===== config.mk =====
export PLATFORM = sky130hd
export DESIGN_NAME = ascii_integer_parser
export DESIGN_NICKNAME = d
export VERILOG_FILES = /design/src/rtl/aip_pkg.sv /design/src/rtl/aip_front.sv /design/src/rtl/aip_queue.sv /design/src/rtl/aip_back.sv /design/src/rtl/ascii_integer_parser.sv
export VERILOG_INCLUDE_DIRS = /design/src /design/src/rtl
export SDC_FILE = /design/constraint.sdc
export NUM_CORES = 2
export LEC_CHECK = 0
export BUFFER_PORTS_ARGS = -buffer_cell sky130_fd_sc_hd__buf_2
export CORE_MARGIN = 2
export CORE_UTILIZATION = 64
export CTS_CLUSTER_DIAMETER = 30
export DETAILED_ROUTE_END_ITERATION = 10
export MAX_ROUTING_LAYER = met4
export PLACE_DENSITY = 0.8
export SYNTH_ARGS = -nofsm -noshare
export SYNTH_HDL_FRONTEND = slang
export SYNTH_SLANG_ARGS = --single-unit

===== constraint.sdc =====
create_clock -name clk -period 10.85 [get_ports clk]
set_input_delay 2.7125 -clock clk [delete_from_list [all_inputs] [get_ports clk]]
set_output_delay 2.7125 -clock clk [all_outputs]
set_load 0.02 [all_outputs]

===== src/rtl/assert_macros.svh =====
// Assertion helpers shared by the RTL that checks itself.
// Each macro expects signals named clk and rst in the calling scope.
`ifndef ASSERT_MACROS_SVH
`define ASSERT_MACROS_SVH

// A condition that must hold at every clock edge outside reset.
`define ASSERT_ALWAYS(label, expr, msg) \
  label: assert property (@(posedge clk) disable iff (rst) (expr)) else $error(msg);

// A consequence that must hold in the same cycle as its trigger.
`define ASSERT_IMPLIES(label, ante, cons, msg) \
  label: assert property (@(posedge clk) disable iff (rst) (ante) |-> (cons)) else $error(msg);

`endif


===== src/rtl/aip_pkg.sv =====
package aip_pkg;

  // Character codes the classifier looks for.
  localparam logic [7:0] CH_NUL     = 8'h00;
  localparam logic [7:0] CH_MINUS   = 8'h2D;
  localparam logic [7:0] CH_ZERO    = 8'h30;
  localparam logic [7:0] CH_NINE    = 8'h39;
  localparam logic [7:0] CH_UPPER_A = 8'h41;
  localparam logic [7:0] CH_UPPER_X = 8'h58;
  localparam logic [7:0] CH_UPPER_Z = 8'h5A;
  localparam logic [7:0] CH_LOWER_A = 8'h61;
  localparam logic [7:0] CH_LOWER_Z = 8'h7A;
  localparam logic [7:0] CASE_SHIFT = 8'h20;

  // Digit values and bases.
  localparam int unsigned DIGIT_W    = 6;
  localparam logic [DIGIT_W-1:0] DIGIT_BAD  = 6'd63;
  localparam logic [DIGIT_W-1:0] DIGIT_TEN  = 6'd10;
  localparam logic [5:0] BASE_AUTO  = 6'd0;
  localparam logic [5:0] BASE_MIN   = 6'd2;
  localparam logic [5:0] BASE_MAX   = 6'd36;
  localparam logic [5:0] BASE_OCT   = 6'd8;
  localparam logic [5:0] BASE_DEC   = 6'd10;
  localparam logic [5:0] BASE_HEX   = 6'd16;

  // Result status codes.
  localparam logic [2:0] ST_OK       = 3'd0;
  localparam logic [2:0] ST_EMPTY    = 3'd1;
  localparam logic [2:0] ST_RANGE    = 3'd2;
  localparam logic [2:0] ST_BAD_TYPE = 3'd3;
  localparam logic [2:0] ST_BAD_BASE = 3'd4;

  // Configuration register indexes and reset values.
  localparam logic REG_TARGET_TYPE = 1'b0;
  localparam logic REG_BASE_MODE   = 1'b1;
  localparam logic [4:0] TARGET_TYPE_RESET = 5'd5;
  localparam logic [5:0] BASE_MODE_RESET   = 6'd0;

  // Queue between the classifier and the parser.
  localparam int unsigned QUEUE_DEPTH = 4;
  localparam int unsigned QPTR_W      = $clog2(QUEUE_DEPTH);

  // One classified character.
  typedef struct packed {
    logic [DIGIT_W-1:0] digit;
    logic               is_minus;
    logic               is_nul;
    logic               is_zero;
    logic               is_x;
    logic               start_new;
  } char_class_t;

  // Queue fill status seen by both sides.
  typedef struct packed {
    logic full;
    logic empty;
  } queue_status_t;

endpackage


===== src/rtl/aip_front.sv =====
module aip_front import aip_pkg::*; (
  input  logic [7:0]    char_code,
  input  logic          start_new,
  input  logic          in_valid,
  input  queue_status_t q_stat,
  output logic          in_stall,
  output logic          push,
  output char_class_t   entry
);

  logic [7:0] upper;

  // Take a beat whenever the queue has room.
  assign in_stall = q_stat.full;
  assign push     = in_valid && !q_stat.full;

  // Fold lower case onto upper case before the letter test.
  always_comb begin
    if (char_code inside {[CH_LOWER_A:CH_LOWER_Z]}) begin
      upper = char_code - CASE_SHIFT;
    end else begin
      upper = char_code;
    end
  end

  // Digit value and the special characters the parser reacts to.
  always_comb begin
    entry.start_new = start_new;
    entry.is_minus  = (char_code == CH_MINUS);
    entry.is_nul    = (char_code == CH_NUL);
    entry.is_zero   = (char_code == CH_ZERO);
    entry.is_x      = (upper == CH_UPPER_X);
    if (char_code inside {[CH_ZERO:CH_NINE]}) begin
      entry.digit = DIGIT_W'(char_code - CH_ZERO);
    end else if (upper inside {[CH_UPPER_A:CH_UPPER_Z]}) begin
      entry.digit = DIGIT_W'(upper - CH_UPPER_A) + DIGIT_TEN;
    end else begin
      entry.digit = DIGIT_BAD;
    end
  end

endmodule


===== src/rtl/aip_queue.sv =====
module aip_queue import aip_pkg::*; (
  input  logic          clk,
  input  logic          rst,
  input  logic          push,
  input  char_class_t   push_entry,
  input  logic          pop,
  output char_class_t   head,
  output queue_status_t q_stat
);

  char_class_t       slots [QUEUE_DEPTH];
  logic [QPTR_W-1:0] wr_ptr;
  logic [QPTR_W-1:0] rd_ptr;
  logic [QPTR_W:0]   count;

  assign head         = slots[rd_ptr];
  assign q_stat.full  = (count == (QPTR_W+1)'(QUEUE_DEPTH));
  assign q_stat.empty = (count == '0);

  // Entry storage needs no reset.
  always_ff @(posedge clk) begin
    if (push) begin
      slots[wr_ptr] <= push_entry;
    end
  end

  // Pointers and fill count.
  always_ff @(posedge clk) begin
    if (rst) begin
      wr_ptr <= '0;
      rd_ptr <= '0;
      count  <= '0;
    end else begin
      if (push) begin
        wr_ptr <= wr_ptr + 1'b1;
      end
      if (pop) begin
        rd_ptr <= rd_ptr + 1'b1;
      end
      if (push && !pop) begin
        count <= count + 1'b1;
      end else if (pop && !push) begin
        count <= count - 1'b1;
      end
    end
  end

endmodule


===== src/rtl/aip_back.sv =====
module aip_back import aip_pkg::*; (
  input  logic          clk,
  input  logic          rst,
  input  logic          cfg_write,
  input  logic          cfg_index,
  input  logic [5:0]    cfg_data,
  input  char_class_t   head,
  input  queue_status_t q_stat,
  output logic          pop,
  output logic          out_valid,
  input  logic          out_stall,
  output logic [63:0]   value,
  output logic [2:0]    status,
  output logic [15:0]   chars_consumed
);

  typedef enum logic [4:0] {
    PH_SKIP   = 5'b00001,
    PH_PREFIX = 5'b00010,
    PH_SIGN   = 5'b00100,
    PH_DIGITS = 5'b01000,
    PH_DONE   = 5'b10000
  } phase_t;

  typedef struct packed {
    logic [63:0] value;
    logic [2:0]  status;
  } result_t;

  logic [4:0]  target_type;
  logic [5:0]  base_mode;

  phase_t      phase, phase_next, ph;
  logic [63:0] acc, acc_e, acc_next;
  logic        neg, neg_e, neg_next;
  logic [5:0]  base, base_e, base_next;
  logic [15:0] cnt, cnt_e, cnt_next;

  logic        emit, go_sign, go_digits, count_inc;
  result_t     em;
  result_t     fin;

  // Truncate the signed image to the target type and range-check it.
  function automatic result_t finish(input logic [63:0] a, input logic n,
                                     input logic [4:0] t);
    logic [63:0] v;
    logic [63:0] mask;
    logic [63:0] ext;
    logic        sgn;
    logic        narrow;
    logic        msb;
    result_t     r;
    v      = n ? (64'd0 - a) : a;
    mask   = '1;
    msb    = 1'b0;
    narrow = 1'b1;
    sgn    = (t inside {5'd0, 5'd2, 5'd4, 5'd5});
    case (t)
      5'd0, 5'd1: begin mask = 64'h0000_0000_0000_00FF; msb = v[7];  end
      5'd2, 5'd3: begin mask = 64'h0000_0000_0000_FFFF; msb = v[15]; end
      5'd4, 5'd6: begin mask = 64'h0000_0000_00FF_FFFF; msb = v[23]; end
      5'd5, 5'd7: begin mask = 64'h0000_0000_FFFF_FFFF; msb = v[31]; end
      5'd8, 5'd12: begin mask = 64'h0000_00FF_FFFF_FFFF; narrow = 1'b0; end
      5'd9, 5'd13: begin mask = 64'h0000_FFFF_FFFF_FFFF; narrow = 1'b0; end
      5'd10, 5'd14: begin mask = 64'h00FF_FFFF_FFFF_FFFF; narrow = 1'b0; end
      default: begin mask = '1; narrow = 1'b0; end
    endcase
    ext      = (v & mask) | (msb ? ~mask : 64'd0);
    r.value  = v & mask;
    r.status = ST_OK;
    if (t > 5'd15) begin
      r.value  = '0;
      r.status = ST_BAD_TYPE;
    end else if (narrow && (sgn ? (ext != v) : ((v & ~mask) != 64'd0))) begin
      r.status = ST_RANGE;
    end
    return r;
  endfunction

  // Configuration registers.
  always_ff @(posedge clk) begin
    if (rst) begin
      target_type <= TARGET_TYPE_RESET;
      base_mode   <= BASE_MODE_RESET;
    end else if (cfg_write) begin
      case (cfg_index)
        REG_TARGET_TYPE: target_type <= cfg_data[4:0];
        REG_BASE_MODE:   base_mode   <= cfg_data;
        default: ;
      endcase
    end
  end

  // Take the queue head whenever the result register can take a beat.
  assign pop = !q_stat.empty && (!out_valid || !out_stall);

  // A start flag clears the parse before the character is looked at.
  always_comb begin
    if (head.start_new) begin
      ph = PH_SKIP; acc_e = '0; neg_e = 1'b0; base_e = '0; cnt_e = '0;
    end else begin
      ph = phase; acc_e = acc; neg_e = neg; base_e = base; cnt_e = cnt;
    end
  end

  // Truncated and range-checked form of the number as it stands.
  assign fin = finish(acc_e, neg_e, target_type);

  // One character of the parse; phases fall through within the beat.
  always_comb begin
    phase_next = ph;
    acc_next   = acc_e;
    neg_next   = neg_e;
    base_next  = base_e;
    emit       = 1'b0;
    em.value   = '0;
    em.status  = ST_OK;
    go_sign    = 1'b0;
    go_digits  = 1'b0;
    count_inc  = 1'b0;
    case (ph)
      PH_SKIP: begin
        if (!head.is_minus && head.digit == DIGIT_BAD) begin
          if (head.is_nul) begin
            emit      = 1'b1;
            em.status = ST_EMPTY;
          end else begin
            count_inc = 1'b1;
          end
        end else if (base_mode == BASE_AUTO) begin
          if (head.is_zero) begin
            count_inc  = 1'b1;
            phase_next = PH_PREFIX;
          end else begin
            base_next = BASE_DEC;
            go_sign   = 1'b1;
          end
        end else if (base_mode < BASE_MIN || base_mode > BASE_MAX) begin
          emit      = 1'b1;
          em.status = ST_BAD_BASE;
        end else begin
          base_next = base_mode;
          go_sign   = 1'b1;
        end
      end
      PH_PREFIX: begin
        if (head.is_x) begin
          base_next  = BASE_HEX;
          count_inc  = 1'b1;
          phase_next = PH_SIGN;
        end else begin
          base_next = BASE_OCT;
          go_sign   = 1'b1;
        end
      end
      PH_SIGN:   go_sign   = 1'b1;
      PH_DIGITS: go_digits = 1'b1;
      default: ;
    endcase
    // Optional minus sign after the prefix.
    if (go_sign) begin
      phase_next = PH_DIGITS;
      if (head.is_minus) begin
        neg_next  = 1'b1;
        count_inc = 1'b1;
      end else begin
        go_digits = 1'b1;
      end
    end
    // Accumulate a digit, or end the number on anything else.
    if (go_digits) begin
      if (head.digit < base_next) begin
        // The wrapped multiply-add; the base is at most six bits wide.
        acc_next  = acc_e * {58'd0, base_next} + {58'd0, head.digit};
        count_inc = 1'b1;
      end else begin
        emit = 1'b1;
        em   = fin;
      end
    end
    if (emit) begin
      phase_next = PH_DONE;
    end
    if (count_inc && cnt_e != 16'hFFFF) begin
      cnt_next = cnt_e + 16'd1;
    end else begin
      cnt_next = cnt_e;
    end
  end

  // Parse state.
  always_ff @(posedge clk) begin
    if (rst) begin
      phase <= PH_SKIP;
      acc   <= '0;
      neg   <= 1'b0;
      base  <= '0;
      cnt   <= '0;
    end else if (pop) begin
      phase <= phase_next;
      acc   <= acc_next;
      neg   <= neg_next;
      base  <= base_next;
      cnt   <= cnt_next;
    end
  end

  // Result register; it reloads in the cycle its beat is taken.
  always_ff @(posedge clk) begin
    if (rst) begin
      out_valid <= 1'b0;
    end else if (pop && emit) begin
      out_valid <= 1'b1;
    end else if (!out_stall) begin
      out_valid <= 1'b0;
    end
  end

  always_ff @(posedge clk) begin
    if (pop && emit) begin
      value          <= em.value;
      status         <= em.status;
      chars_consumed <= cnt_e;
    end
  end

endmodule


===== src/rtl/ascii_integer_parser.sv =====
// An accepted character waits in the four-entry queue; the result that it ends
// is registered in the result register once the parser takes it from the queue.
// Throughput: one character per cycle, set by the 64-bit by 6-bit multiply-add of
// the parser, while out_stall holds no result; input stalls only on a full queue.
// Reset (synchronous, active high) empties the queue, drops any result, clears
// the parse state and loads target_type 5 and base_mode 0 (automatic).
`include "assert_macros.svh"

module ascii_integer_parser import aip_pkg::*; (
  input  logic        clk,
  input  logic        rst,
  input  logic        cfg_write,
  input  logic        cfg_index,
  input  logic [5:0]  cfg_data,
  input  logic        in_valid,
  output logic        in_stall,
  input  logic [7:0]  char_code,
  input  logic        start_new,
  output logic        out_valid,
  input  logic        out_stall,
  output logic [63:0] value,
  output logic [2:0]  status,
  output logic [15:0] chars_consumed
);

  logic          push;
  logic          pop;
  char_class_t   entry;
  char_class_t   head;
  queue_status_t q_stat;

  // Classifier.
  aip_front u_front (
    .char_code (char_code),
    .start_new (start_new),
    .in_valid  (in_valid),
    .q_stat    (q_stat),
    .in_stall  (in_stall),
    .push      (push),
    .entry     (entry)
  );

  // Queue between classifier and parser.
  aip_queue u_queue (
    .clk        (clk),
    .rst        (rst),
    .push       (push),
    .push_entry (entry),
    .pop        (pop),
    .head       (head),
    .q_stat     (q_stat)
  );

  // Parser and result register.
  aip_back u_back (
    .clk            (clk),
    .rst            (rst),
    .cfg_write      (cfg_write),
    .cfg_index      (cfg_index),
    .cfg_data       (cfg_data),
    .head           (head),
    .q_stat         (q_stat),
    .pop            (pop),
    .out_valid      (out_valid),
    .out_stall      (out_stall),
    .value          (value),
    .status         (status),
    .chars_consumed (chars_consumed)
  );

  // The parser never reads an empty queue.
  `ASSERT_IMPLIES(a_pop_not_empty, pop, !q_stat.empty, "pop from an empty queue")
  // With the result register free, a waiting character is always taken.
  `ASSERT_IMPLIES(a_queue_drains, !q_stat.empty && !out_valid, pop, "parser idles with work queued")
  // Error results other than a range error carry a zero value.
  `ASSERT_IMPLIES(a_error_value_zero,
    out_valid && (status == ST_EMPTY || status == ST_BAD_TYPE || status == ST_BAD_BASE),
    value == 64'd0, "error result with a non-zero value")

endmodule

==> impl_results.md <==
- CTS H-Tree Depth: 2
- Number of gates resized after CTS: 0
- Gpl congestion: 0.986
- Worst Path Max Fanout: 30
- Diodes inserted: 0
- Initial Util: 0.653
- Initial DRC count: 1967
- Mapped Cells: 2688
- Critical path class: flop to flop
- Largest net degree at the start of global routing: 84
- Fill cell count: between 2000 and 3000
- First-pass GRT wire length: 109 mm
- Netlist cell types: 99
- Sequential area share after synthesis: 0.253
- Post-DP HPWL: 49.3 mm
- Syn Area/Cell: 8.94 um^2
- Post-synth ARST share: 0
- Routed Antenna Nets: 0
- Routed vias: 20800
- Synth area leaders: fa_1 20%, edfxtp_1 16%, dfxtp_1 9.4%
- Min cycle time layout: roughly 9600 ps
- RSZ-0062 raised after global routing: false
- Final Hold Fails: 0
- Leak: approximately 12 nW
- GRT Util Overall: 0.363
- I/O pin count: 106
- Initial antenna violation count: 1
- Port Buffer Count: 105
- DP Cell Count: 3124
- Area Growth Syn to Fin: 10.4%
- Longest Clk Path Bufs: 3
- Layout cells sized above 1: 0.113
- # setup viols final: 0
- CTS sink count: 240
- Die Height: ~200 um
- Post-Syn Area: 24000 um^2
- Synth top area share: 0.201
- Critical-path cell list: mux4_2, o41ai_4, or2_2, o211a_1, inv_1, buf_4, nor2_1, fa_1, fa_1, fa_1, ha_1, ha_1, nand2_1, nor3_1, nand3_1, a211oi_1, o2111ai_1, a21oi_1, o21ai_0, or2_2, a211oi_1, mux2_2, a211oi_1
- Clk Tree Root Cell: clkbuf_16
- Worst-Margin Slew: 1110 ps
- YS warnings: 0
- Synth Register Bits: 240
- Total grt overflow: 0
- Slowest stage delay, CP: between 800 and 900 ps
- CTS tree: built
- Num rows: 70
- Clock slew at reported path FFs: approximately 50 ps
- Data required, critical path: 11350 ps
- # hold bufs at CTS: 0
- Primary FF master, synth: edfxtp_1
- Syn Nets: 3101
- Slew Limit Headroom: 0.258
- FMAX: around 100 MHz
- Die area: 39100 um^2
- Via density: around 6.4
- Fin nets: 3126
- Cell Pwr Density: 188 nW/um^2
- Max_cap viols: 0
- CP max stage cell: dfxtp_1
- Status: complete, no violations
- Pins Over Slew Limit: 0
- Cts bufs inserted: 55
- Vias in the first global route: 20600
- Hold depth: 2
- Maximum VDD drop: 0.210 mV
- Setup_tns: 0 ps
- Clk_skew: 44.4 ps
- Number of synthesized flops with an enable pin: 127
- DRC: 0
- Core Region: 36800 um^2
- R2r setup slk: 1280 ps
- Clk Latency, worst-skew pair: ~600 ps
- Setup Fix Bufs, Post-CTS: 0
- Reg2Reg Depth: 23
- Die Wd: 198 um
- WL/cell: 20.8 um
- CP Capture Type: flop
- WL final: 67.2 mm
- Cell taking the most area after synthesis: fa_1
- Post-route insts no fill: 3228
- Tcrit/Tclk final: 0.882
- CP Data Arrival Time: 10070 ps
- Setup crit start kind: flop
- TritonRoute pass-1 iters: 6
- Tightest Hold Check Type: flop to flop
- Post-Route Utilization: 0.721
==> per-layer routing <==
metal / up-vias / part of all wire / track usage
li1: 9381 / - / -
met1: 10200 / 0.41 / 0.471
met2: 1040 / 0.47 / 0.573
met3: 193 / 0.080 / 0.0569
met4: 0 / 0.043 / 0.151
met5: - / 0 / -
==> stage by stage <==
stage	hold WS [ps]	power (mW)	setup slack, ps	area, um^2
6_report	461	4.98	1280	26500
5_1_grt	487	5.18	637	26500
4_1_cts	461	4.95	1320	26500
3_5_place_dp	453	3.26	1380	24600
3_3_place_gp	449	3.22	1620	24600
2_1_floorplan	437	2.66	3170	24000
==> final timing paths <==
| check | startpoint | end |
|---|---|---|
| min | u_back.base[1] | u_back.base[1] |
| max reg2reg | flop | u_back.acc[57] |
| max | flop | u_back.acc[57] |
| min reg2reg | u_back.base[1] | u_back.base[1] |
==> power by group <==
part	switching (mW)	internal, mW
sequential	0.103	1.20
combinational	1.50	0.501
clock	0.586	1.09
==> critical path, delay by kind of cell (launching register included) <==
family,cells,cell delay (ps)
adder cells (fa/ha/maj),5,2150
flip-flops,1,850
buffers and inverters,2,1030
AO/OA/AOI/OAI,8,3030
multiplexers,2,1040
AND/OR/NAND/NOR,6,1350
==> cells in the final DEF (no fill, tap or decap), types with 74 or more instances in the layout <==
master / instances
nand2_1: 229
nor2_1: 545
dfxtp_1: 112
fa_1: 241
buf_2: 104
edfxtp_1: 127
nand3_1: 83
a21oi_1: 104
xnor2_1: 74
inv_1: 131
ha_1: 151
==> synthesized netlist by cell type (all sizes together), types with 22 or more instances <==
master,number
nor2b,32
fa,241
xor2,43
nor2,546
nand4,30
edfxtp,127
dfxtp,113
xnor2,74
nand2b,23
nand2,229
nor3,55
o21a,24
nand3,83
buf,36
clkbuf,120
a22oi,53
ha,151
inv,134
o21ai,72
a21oi,104
or2,32
a21o,43
nor4,22
==> cell families after synthesis <==
kind of cell,after synthesis,share of synthesized area
AND/OR/NAND/NOR,1138,0.214
XOR/XNOR,120,0.0455
adder cells (fa/ha/maj),392,0.279
buffers and inverters,291,0.0510
AO/OA/AOI/OAI,468,0.135
flip-flops,240,0.253
multiplexers,39,0.0227
==> area by class of cell <==
type,count,area [um^2],share of cell area
clock inverter,47,527,0.0199
clock buffer,57,1380,0.0522
inverter,135,508,0.0192
timing repair buffer,124,671,0.0253
tap,468,586,0.0221
multi-input combinational,2157,16800,0.632
sequential,240,6080,0.229
==> sequential cells by signal, indices dropped and copies added, names as in the netlist, named ones only <==
name and cells:
u_queue.rd_ptr 2, u_queue.count 3, u_queue.slots 44, u_back.base_mode 6
u_back.target_type 5, u_back.status 3, u_back.cnt 16, u_back.acc 64
u_back.value 64, u_back.base 6, u_back.chars_consumed 16, u_back.phase 5
u_queue.wr_ptr 2, u_back.out_valid 1, u_back.neg 1
Note: power is estimated with default switching activity, not from simulation.
